[src/design/dsep_pkg.sv]
// ----------------------------------------------------------------------------
// dsep_pkg: shared types and constants of the d-separation checker
// Node counts, command codes, datapath operation codes and the control and
// status structs between the controller and the datapath.
// ----------------------------------------------------------------------------
package dsep_pkg;

    localparam int MAX_NODES = 16;
    localparam int NODE_W    = $clog2(MAX_NODES);
    localparam int CNT_W     = 5;
    localparam int CMD_W     = 3;
    localparam int SET_W     = 16;

    // Input command codes
    localparam logic [CMD_W-1:0] CMD_ADD_DIR  = 3'd0;
    localparam logic [CMD_W-1:0] CMD_DEL_DIR  = 3'd1;
    localparam logic [CMD_W-1:0] CMD_ADD_CONF = 3'd2;
    localparam logic [CMD_W-1:0] CMD_DEL_CONF = 3'd3;
    localparam logic [CMD_W-1:0] CMD_QUERY    = 3'd4;

    typedef logic [MAX_NODES-1:0] row_t;
    typedef logic [NODE_W-1:0]    node_t;

    typedef enum logic [1:0] {
        OP_NOP,
        OP_LOAD,
        OP_COND,
        OP_MARG
    } op_t;

    typedef struct packed {
        op_t              op;
        node_t            e;
        node_t            x;
        node_t            y;
        row_t             jset;
        logic             edit_en;
        logic [CMD_W-1:0] edit_cmd;
        node_t            edit_from;
        node_t            edit_to;
    } dp_cmd_t;

    typedef struct packed {
        logic linked;
    } dp_stat_t;

    // Map a node set onto the node rows
    function automatic row_t set_to_row(input logic [SET_W-1:0] s);
        row_t r;
        r = '0;
        for (int k = 0; k < MAX_NODES; k++) begin
            if (k < SET_W) begin
                r[k] = s[k % SET_W];
            end
        end
        return r;
    endfunction

endpackage

[src/design/dsep_if.sv]
// ----------------------------------------------------------------------------
// dsep_if: channel interfaces of the d-separation checker
// Item input channel, result channel and node-count write channel.
// ----------------------------------------------------------------------------
interface dsep_item_if;
    logic        valid;
    logic        ready;
    logic [2:0]  command;
    logic [4:0]  from_node;
    logic [4:0]  to_node;
    logic [15:0] source_set;
    logic [15:0] target_set;
    logic [15:0] cond_set;
    logic [15:0] interv_set;

    modport source (output valid, command, from_node, to_node, source_set,
                    target_set, cond_set, interv_set, input ready);
    modport sink   (input valid, command, from_node, to_node, source_set,
                    target_set, cond_set, interv_set, output ready);
endinterface

interface dsep_result_if;
    logic valid;
    logic ready;
    logic separated;

    modport source (output valid, separated, input ready);
    modport sink   (input valid, separated, output ready);
endinterface

interface dsep_cfg_if;
    logic       valid;
    logic       ready;
    logic [4:0] num_nodes;

    modport source (output valid, num_nodes, input ready);
    modport sink   (input valid, num_nodes, output ready);
endinterface

[src/design/dsep_ctrl.sv]
// ----------------------------------------------------------------------------
// dsep_ctrl: query sequencer of the d-separation checker
// Accepts items, walks source/target pairs and the eliminated node for each
// step, and holds the result register and the node count.
// ----------------------------------------------------------------------------
module dsep_ctrl (
    input  logic               clk,
    input  logic               rst_n,
    dsep_item_if.sink          item_in,
    dsep_result_if.source      result_out,
    dsep_cfg_if.sink           cfg,
    output dsep_pkg::dp_cmd_t  cmd,
    input  dsep_pkg::dp_stat_t stat
);
    import dsep_pkg::*;

    typedef enum logic [2:0] {
        S_IDLE,
        S_PAIR,
        S_LOAD,
        S_CHK,
        S_COND,
        S_MARG,
        S_FIN
    } state_t;

    typedef enum logic [1:0] {
        PH_COND,
        PH_MARG,
        PH_END
    } phase_t;

    state_t           state_reg, state_next;
    phase_t           ph_reg, ph_next;
    node_t            x_reg, x_next;
    node_t            y_reg, y_next;
    node_t            e_reg, e_next;
    row_t             sset_reg, sset_next;
    row_t             tset_reg, tset_next;
    row_t             cset_reg, cset_next;
    row_t             jset_reg, jset_next;
    logic             sep_reg, sep_next;
    logic             out_valid_reg, out_valid_next;
    logic             res_reg, res_next;
    logic [CNT_W-1:0] n_reg, n_next;

    row_t             all_row;
    node_t            last;
    logic             accept;
    logic             edit_ok;
    logic             mbit;

    always_comb
    begin
        for (int k = 0; k < MAX_NODES; k++) begin
            all_row[k] = (CNT_W'(k) < n_reg);
        end
    end

    assign last    = NODE_W'(n_reg - CNT_W'(1));
    assign accept  = item_in.valid & item_in.ready;
    assign edit_ok = (item_in.from_node != '0) && (item_in.to_node != '0) &&
                     (item_in.from_node <= CNT_W'(MAX_NODES)) &&
                     (item_in.to_node <= CNT_W'(MAX_NODES));
    assign mbit    = ~cset_reg[e_reg] && (e_reg != x_reg) && (e_reg != y_reg);

    assign item_in.ready    = (state_reg == S_IDLE);
    assign cfg.ready        = 1'b1;
    assign result_out.valid = out_valid_reg;
    assign result_out.separated = res_reg;

    // Drive datapath commands
    always_comb
    begin
        cmd           = '0;
        cmd.e         = e_reg;
        cmd.x         = x_reg;
        cmd.y         = y_reg;
        cmd.jset      = jset_reg;
        cmd.edit_en   = accept && (item_in.command <= CMD_DEL_CONF) && edit_ok;
        cmd.edit_cmd  = item_in.command;
        cmd.edit_from = NODE_W'(item_in.from_node - CNT_W'(1));
        cmd.edit_to   = NODE_W'(item_in.to_node - CNT_W'(1));
        case (state_reg)
            S_LOAD:  cmd.op = OP_LOAD;
            S_COND:  cmd.op = cset_reg[e_reg] ? OP_COND : OP_NOP;
            S_MARG:  cmd.op = mbit ? OP_MARG : OP_NOP;
            default: cmd.op = OP_NOP;
        endcase
    end

    // Sequence pairs and steps
    always_comb
    begin
        state_next     = state_reg;
        ph_next        = ph_reg;
        x_next         = x_reg;
        y_next         = y_reg;
        e_next         = e_reg;
        sset_next      = sset_reg;
        tset_next      = tset_reg;
        cset_next      = cset_reg;
        jset_next      = jset_reg;
        sep_next       = sep_reg;
        res_next       = res_reg;
        n_next         = n_reg;
        out_valid_next = out_valid_reg & ~result_out.ready;

        // Clamp node count writes
        if (cfg.valid) begin
            if (cfg.num_nodes == '0) begin
                n_next = CNT_W'(1);
            end else if (cfg.num_nodes > CNT_W'(MAX_NODES)) begin
                n_next = CNT_W'(MAX_NODES);
            end else begin
                n_next = cfg.num_nodes;
            end
        end

        case (state_reg)
            S_IDLE:
            begin
                if (accept && item_in.command == CMD_QUERY) begin
                    sset_next  = set_to_row(item_in.source_set) & all_row;
                    tset_next  = set_to_row(item_in.target_set) & all_row;
                    cset_next  = set_to_row(item_in.cond_set) & all_row;
                    jset_next  = set_to_row(item_in.interv_set) & all_row;
                    x_next     = '0;
                    y_next     = '0;
                    sep_next   = 1'b1;
                    state_next = S_PAIR;
                end
            end
            S_PAIR:
            begin
                if (sset_reg[x_reg] && tset_reg[y_reg]) begin
                    state_next = S_LOAD;
                end else if (y_reg == last) begin
                    y_next = '0;
                    if (x_reg == last) begin
                        state_next = S_FIN;
                    end else begin
                        x_next = x_reg + NODE_W'(1);
                    end
                end else begin
                    y_next = y_reg + NODE_W'(1);
                end
            end
            S_LOAD:
            begin
                e_next     = '0;
                ph_next    = PH_COND;
                state_next = S_CHK;
            end
            S_CHK:
            begin
                if (stat.linked) begin
                    sep_next   = 1'b0;
                    state_next = S_FIN;
                end else begin
                    case (ph_reg)
                        PH_COND: state_next = S_COND;
                        PH_MARG: state_next = S_MARG;
                        default:
                        begin
                            // Pair separated: advance to the next pair
                            if (y_reg == last) begin
                                y_next = '0;
                                if (x_reg == last) begin
                                    state_next = S_FIN;
                                end else begin
                                    x_next     = x_reg + NODE_W'(1);
                                    state_next = S_PAIR;
                                end
                            end else begin
                                y_next     = y_reg + NODE_W'(1);
                                state_next = S_PAIR;
                            end
                        end
                    endcase
                end
            end
            S_COND:
            begin
                if (e_reg == last) begin
                    e_next     = '0;
                    ph_next    = PH_MARG;
                    state_next = S_CHK;
                end else begin
                    e_next = e_reg + NODE_W'(1);
                    if (cset_reg[e_reg]) begin
                        state_next = S_CHK;
                    end
                end
            end
            S_MARG:
            begin
                if (e_reg == last) begin
                    e_next     = '0;
                    ph_next    = PH_END;
                    state_next = S_CHK;
                end else begin
                    e_next = e_reg + NODE_W'(1);
                    if (mbit) begin
                        state_next = S_CHK;
                    end
                end
            end
            S_FIN:
            begin
                if (!out_valid_reg || result_out.ready) begin
                    out_valid_next = 1'b1;
                    res_next       = sep_reg;
                    state_next     = S_IDLE;
                end
            end
            default: state_next = S_IDLE;
        endcase
    end

    // Hold state and registered outputs
    always_ff @(posedge clk or negedge rst_n)
    begin
        if (!rst_n) begin
            state_reg     <= S_IDLE;
            ph_reg        <= PH_COND;
            out_valid_reg <= 1'b0;
            n_reg         <= CNT_W'(MAX_NODES);
        end else begin
            state_reg     <= state_next;
            ph_reg        <= ph_next;
            out_valid_reg <= out_valid_next;
            n_reg         <= n_next;
        end
    end

    always_ff @(posedge clk)
    begin
        x_reg    <= x_next;
        y_reg    <= y_next;
        e_reg    <= e_next;
        sset_reg <= sset_next;
        tset_reg <= tset_next;
        cset_reg <= cset_next;
        jset_reg <= jset_next;
        sep_reg  <= sep_next;
        res_reg  <= res_next;
    end

endmodule

[src/flat_wrapper.sv]
// flat-port wrapper written by rule: the top's interface ports become plain ports
module dsep_ctrl_flat import dsep_pkg::*;
  (clk, rst_n, cmd, stat, item_in_valid, item_in_command, item_in_from_node, item_in_to_node, item_in_source_set, item_in_target_set, item_in_cond_set, item_in_interv_set, item_in_ready, result_out_valid, result_out_separated, result_out_ready, cfg_valid, cfg_num_nodes, cfg_ready);
  dsep_item_if item_in_i ();
  dsep_result_if result_out_i ();
  dsep_cfg_if cfg_i ();
  input  logic clk;
  input  logic rst_n;
  output dsep_pkg::dp_cmd_t cmd;
  input  dsep_pkg::dp_stat_t stat;
  input wire logic [$bits(item_in_i.valid)-1:0] item_in_valid;
  input wire logic [$bits(item_in_i.command)-1:0] item_in_command;
  input wire logic [$bits(item_in_i.from_node)-1:0] item_in_from_node;
  input wire logic [$bits(item_in_i.to_node)-1:0] item_in_to_node;
  input wire logic [$bits(item_in_i.source_set)-1:0] item_in_source_set;
  input wire logic [$bits(item_in_i.target_set)-1:0] item_in_target_set;
  input wire logic [$bits(item_in_i.cond_set)-1:0] item_in_cond_set;
  input wire logic [$bits(item_in_i.interv_set)-1:0] item_in_interv_set;
  output wire logic [$bits(item_in_i.ready)-1:0] item_in_ready;
  output wire logic [$bits(result_out_i.valid)-1:0] result_out_valid;
  output wire logic [$bits(result_out_i.separated)-1:0] result_out_separated;
  input wire logic [$bits(result_out_i.ready)-1:0] result_out_ready;
  input wire logic [$bits(cfg_i.valid)-1:0] cfg_valid;
  input wire logic [$bits(cfg_i.num_nodes)-1:0] cfg_num_nodes;
  output wire logic [$bits(cfg_i.ready)-1:0] cfg_ready;
  assign item_in_i.valid = item_in_valid;
  assign item_in_i.command = item_in_command;
  assign item_in_i.from_node = item_in_from_node;
  assign item_in_i.to_node = item_in_to_node;
  assign item_in_i.source_set = item_in_source_set;
  assign item_in_i.target_set = item_in_target_set;
  assign item_in_i.cond_set = item_in_cond_set;
  assign item_in_i.interv_set = item_in_interv_set;
  assign item_in_ready = item_in_i.ready;
  assign result_out_valid = result_out_i.valid;
  assign result_out_separated = result_out_i.separated;
  assign result_out_i.ready = result_out_ready;
  assign cfg_i.valid = cfg_valid;
  assign cfg_i.num_nodes = cfg_num_nodes;
  assign cfg_ready = cfg_i.ready;
  dsep_ctrl u_core (.clk(clk), .rst_n(rst_n), .item_in(item_in_i), .result_out(result_out_i), .cfg(cfg_i), .cmd(cmd), .stat(stat));
endmodule
[config.mk]
export PLATFORM = sky130hd
export DESIGN_NAME = dsep_ctrl_flat
export DESIGN_NICKNAME = d
export VERILOG_FILES = /design/src/design/dsep_pkg.sv /design/src/design/dsep_if.sv /design/src/design/dsep_ctrl.sv /design/src/flat_wrapper.sv
export SDC_FILE = /design/constraint.sdc
export NUM_CORES = 1
export LEC_CHECK = 0
export BUFFER_PORTS_ARGS = -buffer_cell sky130_fd_sc_hd__buf_2
export CORE_ASPECT_RATIO = 1.4
export CORE_MARGIN = 2
export CORE_UTILIZATION = 45
export CTS_CLUSTER_DIAMETER = 50
export CTS_CLUSTER_SIZE = 28
export DETAILED_ROUTE_END_ITERATION = 12
export PLACE_DENSITY = 0.8
export SYNTH_ARGS = -nofsm -noshare
export SYNTH_HDL_FRONTEND = slang
export SYNTH_SLANG_ARGS = --single-unit
[constraint.sdc]
create_clock -name clk -period 4.95 [get_ports clk]
set_input_delay 1.2375 -clock clk [delete_from_list [all_inputs] [get_ports clk]]
set_output_delay 1.2375 -clock clk [all_outputs]
set_load 0.05 [all_outputs]
==> results.yml <==
critical_path:
  cp.required_ns: 3.71
  rr_endpoint: "u_core.x_reg[2]"
  timing.rr.start: "u_core.y_reg[0]"
  crit_path_max_fanout: 11
  worstPathCellList: "mux4_2 -> mux2i_1 -> mux2i_1 -> mux2_2 -> nor2_1 -> buf_2"
  critPathKind: "register to output port"
  startpoint: "u_core.e_reg[0]"
  crit_end: "cmd[41]"
  crit_slowest_cell: "edfxtp_1"
  crit_path_frequent_cell: "mux2i_1"
  crit_path_start_kind: "register"
  r2r_cells: 6
  arrival_ns: 2.60
  crit_path_end_kind: "output port"
  cpPeakStageDelay_ns: 0.68
  reg2reg_slack_ns: 2.03
clock_network:
  cts-root-buf: "clkbuf_16"
  cts.path.max_buffers: 2
  cts-htree-levels: 3
  clock_latency_ns: 0.34
  cts_buffers: 9
  path_clk_slew_ns: 0.06
  cts_tree: "yes"
  hold_buffers: 0
  post_cts_buffers: 0
  cts.sinks: 89
  cts.repair.resized: 0
finish:
  utilization_pct: 55.9
  areaGrowthSynthToFinish_pct: 21.2
  instances_no_fill: 646
  fill_cells: 875
  layout_common_cells: "132 x buf_2, 78 x edfxtp_1, 45 x nor2b_1"
  antenna_cells: 0
  final_common_cell: "buf_2"
  finalNetCount: 597
  drive_gt1_share_pct: 33.7
drt:
  drt.antenna.violating_nets: 0
  first_pass_iters: 4
  wl_um: 10600
  viasPerCell: 5.16
  drt_iter0_markers: 185
  vias: 3331
  route.detailed.drc: 0
  wl_per_cell_um: 16.4
global_routing:
  grt_max_degree: 34
  grt_overflow: 0
  grt_pass1_wl_um: 16700
  antenna_found_initial: 0
  grt_pass1_vias: 3381
  track_usage_pct: 19.0
power_and_ir_drop:
  p_per_area_nw_per_um2: 487
  leakage_nw: 2.31
  ir_drop_mv: 0.230
  power_mw: 2.80
sta:
  rsz0062_at_grt: "false"
  clock_skew_ns: 0.0107
  finalHoldViolCount: 0
  finalSetupViolCount: 0
  fmax_mhz: 260
  finalCriticalPeriod_ns: 3.84
  fin_tns_setup_ns: 0
  period_share_pct: 77.6
  slew_headroom_pct: 36.9
  tightest_slew_ns: 0.944
  slew_viol_final: 0
status:
  run_status: "finished, final reports clean"
synthesis:
  ys.flop_type: "edfxtp_1"
  syn_area_um2: 4740
  ys_seq_elements: 89
  ys.warnings.count: 0
  synthCells: 384
  syn_area_per_cell_um2: 12.4
  synth.distinct_cells: 47
  async_reset_ff_share_pct: 12.4
  synth_enable_flop_cells: 78
  yosysSeqAreaShare_pct: 55.2
  synth_nets: 478
floorplan:
  die_y_um: 125
  die-area_um2: 11400
  io_pins: 134
  dieWidth_um: 90.8
  rows: 44
  initial_core_util_pct: 46.1
  core_um2: 10300
hold_path:
  hp-class: "register to register"
place:
  routabilityCongestion: 0.810
  dp_cells: 630
  dpl.hpwl_um: 8130
  port_buffers: 132
job:
  cap_viol_max_count: 0
power by group:
part / total (mW) / switching (mW) / leakage [nW] / internal [mW]
clock network: 0.666 / 0.261 / 0.140 / 0.404
registers: 1.14 / 0.204 / 0.859 / 0.934
logic: 0.996 / 0.591 / 1.31 / 0.405
critical path, delay by kind of cell, from the launching register on:
family / cells / cell delay, ns
AND/OR/NAND/NOR: 1 / 0.10
multiplexers: 4 / 1.22
buffers and inverters: 1 / 0.27
flip-flops: 1 / 0.68
cell type report:
cell class | instances | area [um^2] | share of cell area [%]
sequential | 89 | 2620 | 45.5
multi-input combinational | 254 | 1930 | 33.6
timing repair buffer | 134 | 676 | 11.7
clock buffer | 13 | 250 | 4.35
tap | 138 | 173 | 3.00
inverter | 15 | 56.3 | 0.979
clock inverter | 3 | 42.5 | 0.740
kinds of logic after synthesis:
logic type               synth area share, %
AND/OR/NAND/NOR                         17.4
adder cells (fa/ha/maj)                 1.58
multiplexers                            8.70
flip-flops                              55.2
AO/OA/AOI/OAI                           5.06
buffers and inverters                   4.17
XOR/XNOR                                7.76
other                                 0.0791
routing by layer:
metal	part of all wire (%)	wire, um	vias to the layer above	GRT usage, %
li1	-	-	1586	-
met1	36	3790	1612	21.6
met2	56	5950	118	34.4
met3	6.1	643	15	4.10
met4	1.8	194	0	8.11
met5	0	0	-	0
stage by stage:
step	worst slack [ns]	hold WS (ns)	area, um^2
after global placement	1.53	0.402	5460
after CTS	1.09	0.433	5750
after floorplan	0.176	0.400	4740
after global routing	0.972	0.459	5750
final	1.11	0.430	5750
after detailed placement	1.49	0.419	5460
how the worst min path moves through the flow:
stage / from / end / cells after the start
finish: u_core.sep_reg / u_core.result_out.separated / 0
global route: u_core.sep_reg / u_core.result_out.separated / 0
CTS: u_core.sep_reg / u_core.result_out.separated / 0
detailed placement: u_core.sep_reg / u_core.result_out.separated / 0
global placement: u_core.sep_reg / u_core.result_out.separated / 0
floorplan: u_core.sep_reg / u_core.result_out.separated / 0
synth_stat cells, types with 2 or more instances:
cell type  count  area, um^2
a31oi_1        3        18.8
buf_2          8        40.0
nor2b_1       45         282
or3_1          3        18.8
xor2_1        12         105
nor3_1         8        40.0
nand2b_1       3        18.8
edfxtp_1      78        2340
o21ai_0        8        40.0
inv_1         15        56.3
mux2_2         2        22.5
nand3_1        8        40.0
mux4_2        12         270
nor4_1         2        12.5
and2_1        21         131
nand4_1        2        12.5
ha_1           6        75.1
dfrtp_1       10         250
clkbuf_1      11        41.3
nand2_1       18        67.6
buf_6          2        22.5
a211oi_1       2        15.0
xnor2_1       21         184
buf_4          5        37.5
mux2i_1       12         120
a21oi_1       10        50.1
nor2_1        30         113
nand3b_1       6        45.0
o211ai_1       2        15.0
xnor2_2        2        32.5
No activity file was read; power rests on OpenSTA's default activity.
